==> src/hdl/hsv_area_trace_classifier_defines.svh <==
// Assertion macros shared by the trace classifier RTL.
// Expects clk and rst to be visible at the point of use.
`ifndef HSV_AREA_TRACE_CLASSIFIER_DEFINES_SVH
`define HSV_AREA_TRACE_CLASSIFIER_DEFINES_SVH

// Same-cycle or implication check, off while in reset.
`define HATC_CHECK(label, prop, msg) \
  label: assert property (@(posedge clk) disable iff (rst) prop) else $error(msg);

// Check that holds in the cycle after a trigger, off while in reset.
`define HATC_CHECK_NEXT(label, trig, post, msg) \
  label: assert property (@(posedge clk) disable iff (rst) (trig) |=> (post)) else $error(msg);

`endif

==> src/hdl/hatc_pkg.sv <==
// Types, widths and constants for the HSV trace-area classifier.
// No dependencies; used by the top level.
`timescale 1ns / 1ps
`default_nettype none

package hatc_pkg;

  localparam int unsigned AREAS_DEFAULT = 4;
  localparam int unsigned HUE_W         = 12;
  localparam int unsigned Q8_W          = 9;
  localparam int unsigned ICPT_W        = 10;
  localparam int unsigned COLOR_W       = 8;
  localparam int unsigned SHAPE_W       = 55;
  localparam int unsigned RGB_W         = 3 * COLOR_W;
  localparam int unsigned CFG_IDX_W     = 3;
  localparam int unsigned AREA_IDX_W    = CFG_IDX_W - 1;
  localparam int unsigned SV_W          = 2 * Q8_W;
  localparam int unsigned DIFF_W        = 11;
  localparam int unsigned PROD_W        = 30;
  localparam int unsigned Q8_SHIFT      = 8;

  localparam logic [Q8_W:0] Q8_ONE = 10'd256;

  // Bit 0 of the register index picks the register kind within an area.
  localparam logic REG_KIND_SHAPE = 1'b0;
  localparam logic REG_KIND_COLOR = 1'b1;

  localparam logic [COLOR_W-1:0] PAPER_LEVEL = 8'hFF;

  typedef struct packed {
    logic signed [ICPT_W-1:0] icpt;
    logic [Q8_W-1:0]          slope;
    logic [Q8_W-1:0]          thick;
    logic [HUE_W-1:0]         hue_max;
    logic [HUE_W-1:0]         hue_min;
    logic                     full_turn;
    logic                     black;
    logic                     enable;
  } area_shape_t;

  typedef struct packed {
    logic [COLOR_W-1:0] red;
    logic [COLOR_W-1:0] green;
    logic [COLOR_W-1:0] blue;
  } area_color_t;

  // Hue window: plain, wrapped, single point or full turn.
  function automatic logic hue_in_window(area_shape_t shp, logic [HUE_W-1:0] h);
    logic ok;
    if (shp.hue_min < shp.hue_max) begin
      ok = (h >= shp.hue_min) && (h <= shp.hue_max);
    end else if (shp.hue_max < shp.hue_min) begin
      ok = !((h > shp.hue_max) && (h < shp.hue_min));
    end else begin
      ok = shp.full_turn || (h == shp.hue_min);
    end
    return ok;
  endfunction

endpackage

`default_nettype wire

==> src/hdl/hatc_pixel_if.sv <==
// Input channel of the trace classifier: one HSV pixel per transaction.
// Uses widths from hatc_pkg.
`timescale 1ns / 1ps
`default_nettype none

interface hatc_pixel_if;
  logic                      valid;
  logic                      ready;
  logic [hatc_pkg::HUE_W-1:0] hue;
  logic [hatc_pkg::Q8_W-1:0]  saturation;
  logic [hatc_pkg::Q8_W-1:0]  brightness;

  modport source (output valid, hue, saturation, brightness, input ready);
  modport sink (input valid, hue, saturation, brightness, output ready);
endinterface

`default_nettype wire

==> src/hdl/hatc_result_if.sv <==
// Output channel of the trace classifier: one traced colour per transaction.
// Uses widths from hatc_pkg.
`timescale 1ns / 1ps
`default_nettype none

interface hatc_result_if;
  logic                         valid;
  logic                         ready;
  logic [hatc_pkg::COLOR_W-1:0] out_red;
  logic [hatc_pkg::COLOR_W-1:0] out_green;
  logic [hatc_pkg::COLOR_W-1:0] out_blue;
  logic                         traced;

  modport source (output valid, out_red, out_green, out_blue, traced, input ready);
  modport sink (input valid, out_red, out_green, out_blue, traced, output ready);
endinterface

`default_nettype wire

==> src/hdl/hatc_cfg_if.sv <==
// Configuration write channel of the trace classifier: register index and data.
// Uses widths from hatc_pkg.
`timescale 1ns / 1ps
`default_nettype none

interface hatc_cfg_if;
  logic                           valid;
  logic                           ready;
  logic [hatc_pkg::CFG_IDX_W-1:0] index;
  logic [hatc_pkg::SHAPE_W-1:0]   data;

  modport source (output valid, index, data, input ready);
  modport sink (input valid, index, data, output ready);
endinterface

`default_nettype wire

==> src/hdl/hsv_area_trace_classifier.sv <==
// Top level of the HSV trace-area classifier: area registers and a four-stage pipeline.
// Depends on hatc_pkg, the three channel interfaces and the defines header.
`timescale 1ns / 1ps
`default_nettype none

// Classifies one HSV pixel per clock, while the result side keeps taking results,
// against up to NUM_AREAS trace areas, area 0 first, and returns the target colour of
// the first enabled area that matches, or white with traced low. A pixel passes
// through four register stages: input pre-checks, the two black-side products per
// area, the black-side compare, and the priority select into the output register.
// Each stage stalls only when it is full and the stage after it cannot take its
// item, so empty stages keep filling while a result waits. Area registers are
// written through the cfg channel (index 2k for the shape word of area k, 2k+1 for
// its colour) and must only change while the pipeline is empty.
module hsv_area_trace_classifier #(
  parameter int unsigned NUM_AREAS = hatc_pkg::AREAS_DEFAULT
) (
  input  wire           clk,
  input  wire           rst,
  hatc_pixel_if.sink    pix,
  hatc_result_if.source res,
  hatc_cfg_if.sink      cfg
);
  import hatc_pkg::*;

`include "hsv_area_trace_classifier_defines.svh"

  area_shape_t shape [NUM_AREAS];
  area_color_t color [NUM_AREAS];

  logic                  cfg_write;
  logic [AREA_IDX_W-1:0] cfg_area;

  assign cfg.ready = 1'b1;
  assign cfg_write = cfg.valid & cfg.ready;
  assign cfg_area  = cfg.index[CFG_IDX_W-1:1];

  for (genvar k = 0; k < NUM_AREAS; k++) begin : g_area_regs
    always_ff @(posedge clk) begin
      if (rst) begin
        shape[k] <= '0;
        color[k] <= '0;
      end else if (cfg_write && cfg_area == AREA_IDX_W'(k)) begin
        if (cfg.index[0] == REG_KIND_SHAPE) begin
          shape[k] <= area_shape_t'(cfg.data);
        end else begin
          color[k] <= area_color_t'(cfg.data[RGB_W-1:0]);
        end
      end
    end
  end

  // Pipeline flow control
  logic valid1, valid2, valid3, valid4;
  logic adv1, adv2, adv3, adv4;

  assign adv4      = !valid4 || res.ready;
  assign adv3      = !valid3 || adv4;
  assign adv2      = !valid2 || adv3;
  assign adv1      = !valid1 || adv2;
  assign pix.ready = adv1;

  // Stage 1: s*v, the per-area checks that need no product, and 256-v-I
  logic [SV_W-1:0]          sv_in;
  logic [NUM_AREAS-1:0]     pre_in;
  logic signed [DIFF_W-1:0] d_in [NUM_AREAS];

  assign sv_in = SV_W'(pix.saturation) * SV_W'(pix.brightness);

  always_comb begin
    logic [Q8_W:0] ts;
    logic          col_ok;
    for (int k = 0; k < NUM_AREAS; k++) begin
      // thick >= 256 - s, taken as signed, is thick + s >= 256
      ts     = {1'b0, shape[k].thick} + {1'b0, pix.saturation};
      col_ok = hue_in_window(shape[k], pix.hue) && (ts >= Q8_ONE)
               && (pix.brightness != '0) && (pix.saturation != '0);
      pre_in[k] = shape[k].enable
                  && (shape[k].black ? (shape[k].thick >= pix.brightness) : col_ok);
      d_in[k]   = DIFF_W'(Q8_ONE) - DIFF_W'(pix.brightness) - DIFF_W'(shape[k].icpt);
    end
  end

  logic [SV_W-1:0]          sv1;
  logic [NUM_AREAS-1:0]     pre1;
  logic signed [DIFF_W-1:0] d1 [NUM_AREAS];

  always_ff @(posedge clk) begin
    if (rst) begin
      valid1 <= 1'b0;
    end else if (adv1) begin
      valid1 <= pix.valid;
    end
  end

  always_ff @(posedge clk) begin
    if (adv1) begin
      sv1  <= sv_in;
      pre1 <= pre_in;
      d1   <= d_in;
    end
  end

  // Stage 2: (256-L)*sv and (256-v-I)*L per area
  logic signed [PROD_W-1:0] lhs_in [NUM_AREAS];
  logic signed [PROD_W-1:0] rhs_in [NUM_AREAS];

  always_comb begin
    logic signed [Q8_W:0] lneg;
    for (int k = 0; k < NUM_AREAS; k++) begin
      lneg      = $signed(Q8_ONE - {1'b0, shape[k].slope});
      lhs_in[k] = PROD_W'(lneg) * $signed(PROD_W'(sv1));
      rhs_in[k] = PROD_W'(d1[k]) * $signed(PROD_W'(shape[k].slope));
    end
  end

  logic signed [PROD_W-1:0] lhs2 [NUM_AREAS];
  logic signed [PROD_W-1:0] rhs2 [NUM_AREAS];
  logic [NUM_AREAS-1:0]     pre2;
  logic                     svz2;

  always_ff @(posedge clk) begin
    if (rst) begin
      valid2 <= 1'b0;
    end else if (adv2) begin
      valid2 <= valid1;
    end
  end

  always_ff @(posedge clk) begin
    if (adv2) begin
      lhs2 <= lhs_in;
      rhs2 <= rhs_in;
      pre2 <= pre1;
      svz2 <= (sv1 == '0);
    end
  end

  // Stage 3: black-side compare and per-area match
  logic [NUM_AREAS-1:0] match_in;

  always_comb begin
    logic side;
    for (int k = 0; k < NUM_AREAS; k++) begin
      side = svz2 || ((shape[k].slope != '0) && (lhs2[k] < (rhs2[k] <<< Q8_SHIFT)));
      match_in[k] = pre2[k] && (shape[k].black ? side : !side);
    end
  end

  logic [NUM_AREAS-1:0] match3;

  always_ff @(posedge clk) begin
    if (rst) begin
      valid3 <= 1'b0;
    end else if (adv3) begin
      valid3 <= valid2;
    end
  end

  always_ff @(posedge clk) begin
    if (adv3) begin
      match3 <= match_in;
    end
  end

  // Stage 4: lowest matching area wins, else white paper
  area_color_t pick;
  logic        hit;

  always_comb begin
    pick = '{red: PAPER_LEVEL, green: PAPER_LEVEL, blue: PAPER_LEVEL};
    hit  = 1'b0;
    for (int k = NUM_AREAS - 1; k >= 0; k--) begin
      if (match3[k]) begin
        pick = color[k];
        hit  = 1'b1;
      end
    end
  end

  area_color_t out_color;
  logic        out_traced;

  always_ff @(posedge clk) begin
    if (rst) begin
      valid4 <= 1'b0;
    end else if (adv4) begin
      valid4 <= valid3;
    end
  end

  always_ff @(posedge clk) begin
    if (adv4) begin
      out_color  <= pick;
      out_traced <= hit;
    end
  end

  assign res.valid     = valid4;
  assign res.out_red   = out_color.red;
  assign res.out_green = out_color.green;
  assign res.out_blue  = out_color.blue;
  assign res.traced    = out_traced;

  `HATC_CHECK(a_untraced_is_white, res.valid && !res.traced |-> res.out_red == PAPER_LEVEL && res.out_green == PAPER_LEVEL && res.out_blue == PAPER_LEVEL, "untraced result is not white paper")
  `HATC_CHECK(a_output_fed_by_stage3, $rose(valid4) |-> $past(valid3), "output valid rose without an item in stage 3")
  `HATC_CHECK_NEXT(a_stage3_holds, valid3 && !adv3, valid3 && $stable(match3), "stalled stage 3 lost its match vector")
  `HATC_CHECK(a_empty_front_accepts, !valid1 |-> pix.ready, "empty first stage refused a pixel")

endmodule

`default_nettype wire

==> src/flat_wrapper.sv <==
// flat-port wrapper written by rule: the top's interface ports become plain ports
module hsv_area_trace_classifier_flat import hatc_pkg::*;
#(
  parameter int unsigned NUM_AREAS = hatc_pkg::AREAS_DEFAULT
)
  (clk, rst, pix_valid, pix_hue, pix_saturation, pix_brightness, pix_ready, res_valid, res_out_red, res_out_green, res_out_blue, res_traced, res_ready, cfg_valid, cfg_index, cfg_data, cfg_ready);
  hatc_pixel_if pix_i ();
  hatc_result_if res_i ();
  hatc_cfg_if cfg_i ();
  input  wire clk;
  input  wire rst;
  input wire logic [$bits(pix_i.valid)-1:0] pix_valid;
  input wire logic [$bits(pix_i.hue)-1:0] pix_hue;
  input wire logic [$bits(pix_i.saturation)-1:0] pix_saturation;
  input wire logic [$bits(pix_i.brightness)-1:0] pix_brightness;
  output wire logic [$bits(pix_i.ready)-1:0] pix_ready;
  output wire logic [$bits(res_i.valid)-1:0] res_valid;
  output wire logic [$bits(res_i.out_red)-1:0] res_out_red;
  output wire logic [$bits(res_i.out_green)-1:0] res_out_green;
  output wire logic [$bits(res_i.out_blue)-1:0] res_out_blue;
  output wire logic [$bits(res_i.traced)-1:0] res_traced;
  input wire logic [$bits(res_i.ready)-1:0] res_ready;
  input wire logic [$bits(cfg_i.valid)-1:0] cfg_valid;
  input wire logic [$bits(cfg_i.index)-1:0] cfg_index;
  input wire logic [$bits(cfg_i.data)-1:0] cfg_data;
  output wire logic [$bits(cfg_i.ready)-1:0] cfg_ready;
  assign pix_i.valid = pix_valid;
  assign pix_i.hue = pix_hue;
  assign pix_i.saturation = pix_saturation;
  assign pix_i.brightness = pix_brightness;
  assign pix_ready = pix_i.ready;
  assign res_valid = res_i.valid;
  assign res_out_red = res_i.out_red;
  assign res_out_green = res_i.out_green;
  assign res_out_blue = res_i.out_blue;
  assign res_traced = res_i.traced;
  assign res_i.ready = res_ready;
  assign cfg_i.valid = cfg_valid;
  assign cfg_i.index = cfg_index;
  assign cfg_i.data = cfg_data;
  assign cfg_ready = cfg_i.ready;
  hsv_area_trace_classifier #(.NUM_AREAS(NUM_AREAS)) u_core (.clk(clk), .rst(rst), .pix(pix_i), .res(res_i), .cfg(cfg_i));
endmodule
==> config.mk <==
export PLATFORM = sky130hd
export DESIGN_NAME = hsv_area_trace_classifier_flat
export DESIGN_NICKNAME = d
export VERILOG_FILES = /design/src/hdl/hatc_pkg.sv /design/src/hdl/hatc_pixel_if.sv /design/src/hdl/hatc_result_if.sv /design/src/hdl/hatc_cfg_if.sv /design/src/hdl/hsv_area_trace_classifier.sv /design/src/flat_wrapper.sv
export VERILOG_INCLUDE_DIRS = /design/src /design/src/hdl
export SDC_FILE = /design/constraint.sdc
export NUM_CORES = 2
export LEC_CHECK = 0
export ABC_AREA = 1
export BUFFER_PORTS_ARGS = -buffer_cell sky130_fd_sc_hd__buf_2
export CAP_MARGIN = 0
export CORE_MARGIN = 2
export CORE_UTILIZATION = 30
export CTS_BUF_LIST = sky130_fd_sc_hd__clkbuf_4 sky130_fd_sc_hd__clkbuf_8 sky130_fd_sc_hd__clkbuf_16
export DETAILED_ROUTE_END_ITERATION = 12
export GPL_TIMING_DRIVEN = 0
export PLACE_DENSITY = 0.45
export SLEW_MARGIN = 0
export SYNTH_ARGS = -nofsm -noshare
export SYNTH_HDL_FRONTEND = slang
export SYNTH_SLANG_ARGS = --single-unit
==> constraint.sdc <==
create_clock -name clk -period 7.58 [get_ports clk]
set_clock_uncertainty 0.2 [all_clocks]
set_input_delay 0.758 -clock clk [delete_from_list [all_inputs] [get_ports clk]]
set_output_delay 0.758 -clock clk [all_outputs]
set_load 0.02 [all_outputs]
==> flow_summary_export.csv <==
group,metric,value,unit
placed_design,io_buffers,117,
die,core_area,241000,sq um
global_route,use_met3,0.0281,
placed_design,dp_hpwl,188000,microns
die,chipWidth,496,microns
logic_synthesis,synth_most_common_cell,"inv_1",
global_route,grt.overflow.total,0,
clock_network,ctsHoldBuffers,0,
timing,hold_violations,0,
die,fp.dieH,496,microns
clock_network,cts_sinks,588,
drt,drt_pass1_iterations,6,
timing,max_slew_margin,0.0225,
placed_design,place_area,77400,sq um
global_route,grt_pass1_vias,57900,
timing,worst_pin_slew,1470,ps
drt,drc,0,
drt,antenna_left,0,
worst_setup_path,critPathRequiredTime,7830,ps
die,pin_count,121,
global_route,use_met1,0.248,
logic_synthesis,syn-instance-count,8424,
logic_synthesis,yosysSeqAreaShare,0.242,
drt,route.detailed.wl_per_inst,19.6,microns
global_route,grt_antenna_before_repair,11,
worst_setup_path,crit_slowest_cell,"clkbuf_1",
worst_setup_path,endpoint_kind,"register",
global_route,grt_pass1_wl,353000,microns
clock_network,root_buffer,"clkbuf_16",
drt,vias_per_cell,4.64,
timing,fin_tns_setup,0,ps
clock_network,cts_tree,"done",
drt,routed-via-count,55100,
logic_synthesis,ys.flop_type,"edfxtp_1",
worst_setup_path,worstPathMaxFanout,10,
layout,final_core_util,0.333,
worst_setup_path,critPathLaunchType,"register",
logic_synthesis,ys_top_cells_by_count,"inv_1, nand2_1, fa_1",
global_route,grt_max_degree,88,
job,drv_cap,0,
global_route,grt_usage,0.191,
logic_synthesis,avgSynthCellArea,8.63,sq um
worst_setup_path,r2r_setup_slack,160,ps
die,dieArea,246000,sq um
worst_setup_path,cp.arrival,7670,ps
layout,fin_nets,10500,
clock_network,insertion_delay,710,ps
clock_network,clockBufferDepth,3,
logic_synthesis,ys_ff_latch,588,
global_route,grt.busiest_layer,"met2",
logic_synthesis,synth.net_count,10300,
logic_synthesis,synth-warning-count,0,
timing,setup_viol,0,
layout,syn2layout_area_growth,10.3,%
layout,final_design_area_no_fill,80100,sq um
timing,rsz0062_at_grt,"true",
logic_synthesis,ys_top_cells_by_area,"fa_1, edfxtp_1, ha_1",
die,std_cell_rows,180,
worst_setup_path,crit_chain,"clkbuf_1 -> inv_1 -> clkbuf_1 -> nor2_1 -> fa_1 -> inv_1 -> fa_1 -> fa_1 -> inv_1 -> fa_1 -> inv_1 -> fa_1 -> inv_1 -> ha_1 -> nand2_1 -> nor2_1 -> inv_1 -> nor4_2 -> nand4_1 -> nand3_1 -> nand2_1",
logic_synthesis,yosysTopAreaCell,"fa_1",
die,initial_core_util,0.302,
logic_synthesis,synth_cell_type_count,50,
global_route,grtUsageMet2,0.327,
worst_setup_path,crit_top_cell,"inv_1",
clock_network,h-tree-depth,3,
status,outcome,"complete, no violations",
worst_setup_path,worstSetupPathType,"reg -> reg",
timing,fin_crit_sh,0.979,
worst_setup_path,slowest_delay,940,ps
clock_network,clk_pin_slew,70,ps
placed_design,gp_congestion,0.918,
logic_synthesis,syn_area,72700,sq um
clock_network,cts_buffers,74,
logic_synthesis,synth-edff-count,584,
drt,drt_iter0_markers,3304,
logic_synthesis,async_flop_share,0,
layout,drive_gt1_frac,0.0382,
timing,slew_viol_final,0,
timing,min_period,7420,ps
logic_synthesis,synth.top_cell.area_share,0.250,
timing,clock.fmax,135,MHz
drt,wirelength,233000,microns
worst_hold_path,hold_path.class,"in -> reg",
-- per-layer routing --
metal  vias up  routed length [microns]
met2      1194                   111000
li1      26300                        -
met1     27300                   103000
met5         -                       64
met3       322                    11200
met4        10                     7580
-- state kept, by name, indices dropped and copies added, names as in the netlist --
register / flops
u_core.valid2: 1
u_core.pre1: 4
u_core.res.valid: 1
u_core.res.traced: 1
u_core.rhs2: 84
u_core.res.out_red: 8
u_core.color: 96
u_core.pre2: 4
u_core.match3: 4
u_core.sv1: 18
u_core.res.out_blue: 8
u_core.valid1: 1
u_core.valid3: 1
u_core.lhs2: 84
u_core.res.out_green: 8
u_core.svz2: 1
u_core.shape: 220
u_core.d1: 44
-- cell usage in the layout (no fill, tap or decap), types with 77 or more instances in the layout --
master,instances
clkbuf_1,202
o21ai_0,152
xnor2_1,77
a21oi_1,363
nor2_1,831
ha_1,880
fa_1,906
xor2_1,146
inv_1,2046
edfxtp_1,584
nand3_1,182
nand2_1,1584
buf_2,128
-- timing repair --
action	4_1_cts	5_1_grt
pin swaps	0	1
gates resized for setup	14	39
buffers inserted	2	11
setup endpoints to repair	67	49
-- worst paths after layout --
path / endpoint / cells past startpoint / start
hold / removal: u_core.valid1$_SDFFE_PP0P_ / 3 / pix_valid
setup reg to reg: u_core.lhs2[87]$_DFFE_PP_ / 21 / u_core.sv1[14]$_DFFE_PP_
setup / recovery: u_core.lhs2[87]$_DFFE_PP_ / 21 / u_core.sv1[14]$_DFFE_PP_
hold reg to reg: u_core.pre2[1]$_DFFE_PP_ / 0 / u_core.pre1[1]$_DFFE_PP_
-- worst max-delay path, delay by kind of cell (launching register included) --
family                   cells  cell delay [ps]
flip-flops                   1              320
AND/OR/NAND/NOR              7             1490
adder cells (fa/ha/maj)      6             2490
buffers and inverters        8             2640
-- cell families (layout without fill, tap and decap cells) --
group	after synthesis	after routing	share of synthesized area
DFF	588	588	0.242
AOI/OAI and AO/OA	711	711	0.0552
adders and majority gates	1790	1790	0.402
and+or+nand+nor	2791	2791	0.153
buffers and inverters	2320	2582	0.120
other	1	4	0.0000516
xor gates and xnor gates	223	223	0.0269
-- cell type report --
| cell class | count | area (sq um) |
|---|---|---|
| Antenna cell | 3 | 7.51 |
| Inverter | 2070 | 7790 |
| Buffer | 241 | 963 |
| Tap cell | 3185 | 3990 |
| Timing Repair Buffer | 136 | 852 |
| Sequential cell | 588 | 17600 |
| Fill cell | 25300 | 161000 |
| Multi-Input combinational cell | 5516 | 46400 |
| Clock inverter | 49 | 544 |
| Clock buffer | 86 | 1940 |
-- stage by stage --
step | hold slack [ps] | worst slack (ps) | instances
global placement | 201 | -1040 | 11700
global route | 47.2 | -13.9 | 11900
floorplan | 200 | 812 | 8424
detailed placement | 206 | -1030 | 11700
finish | 99.1 | 159 | 11900
CTS | 31.0 | 61.9 | 11900
Power is left out: the tool's default activity adds up to more than one toggle a clock period on the data nets, which glitch-free logic cannot reach.
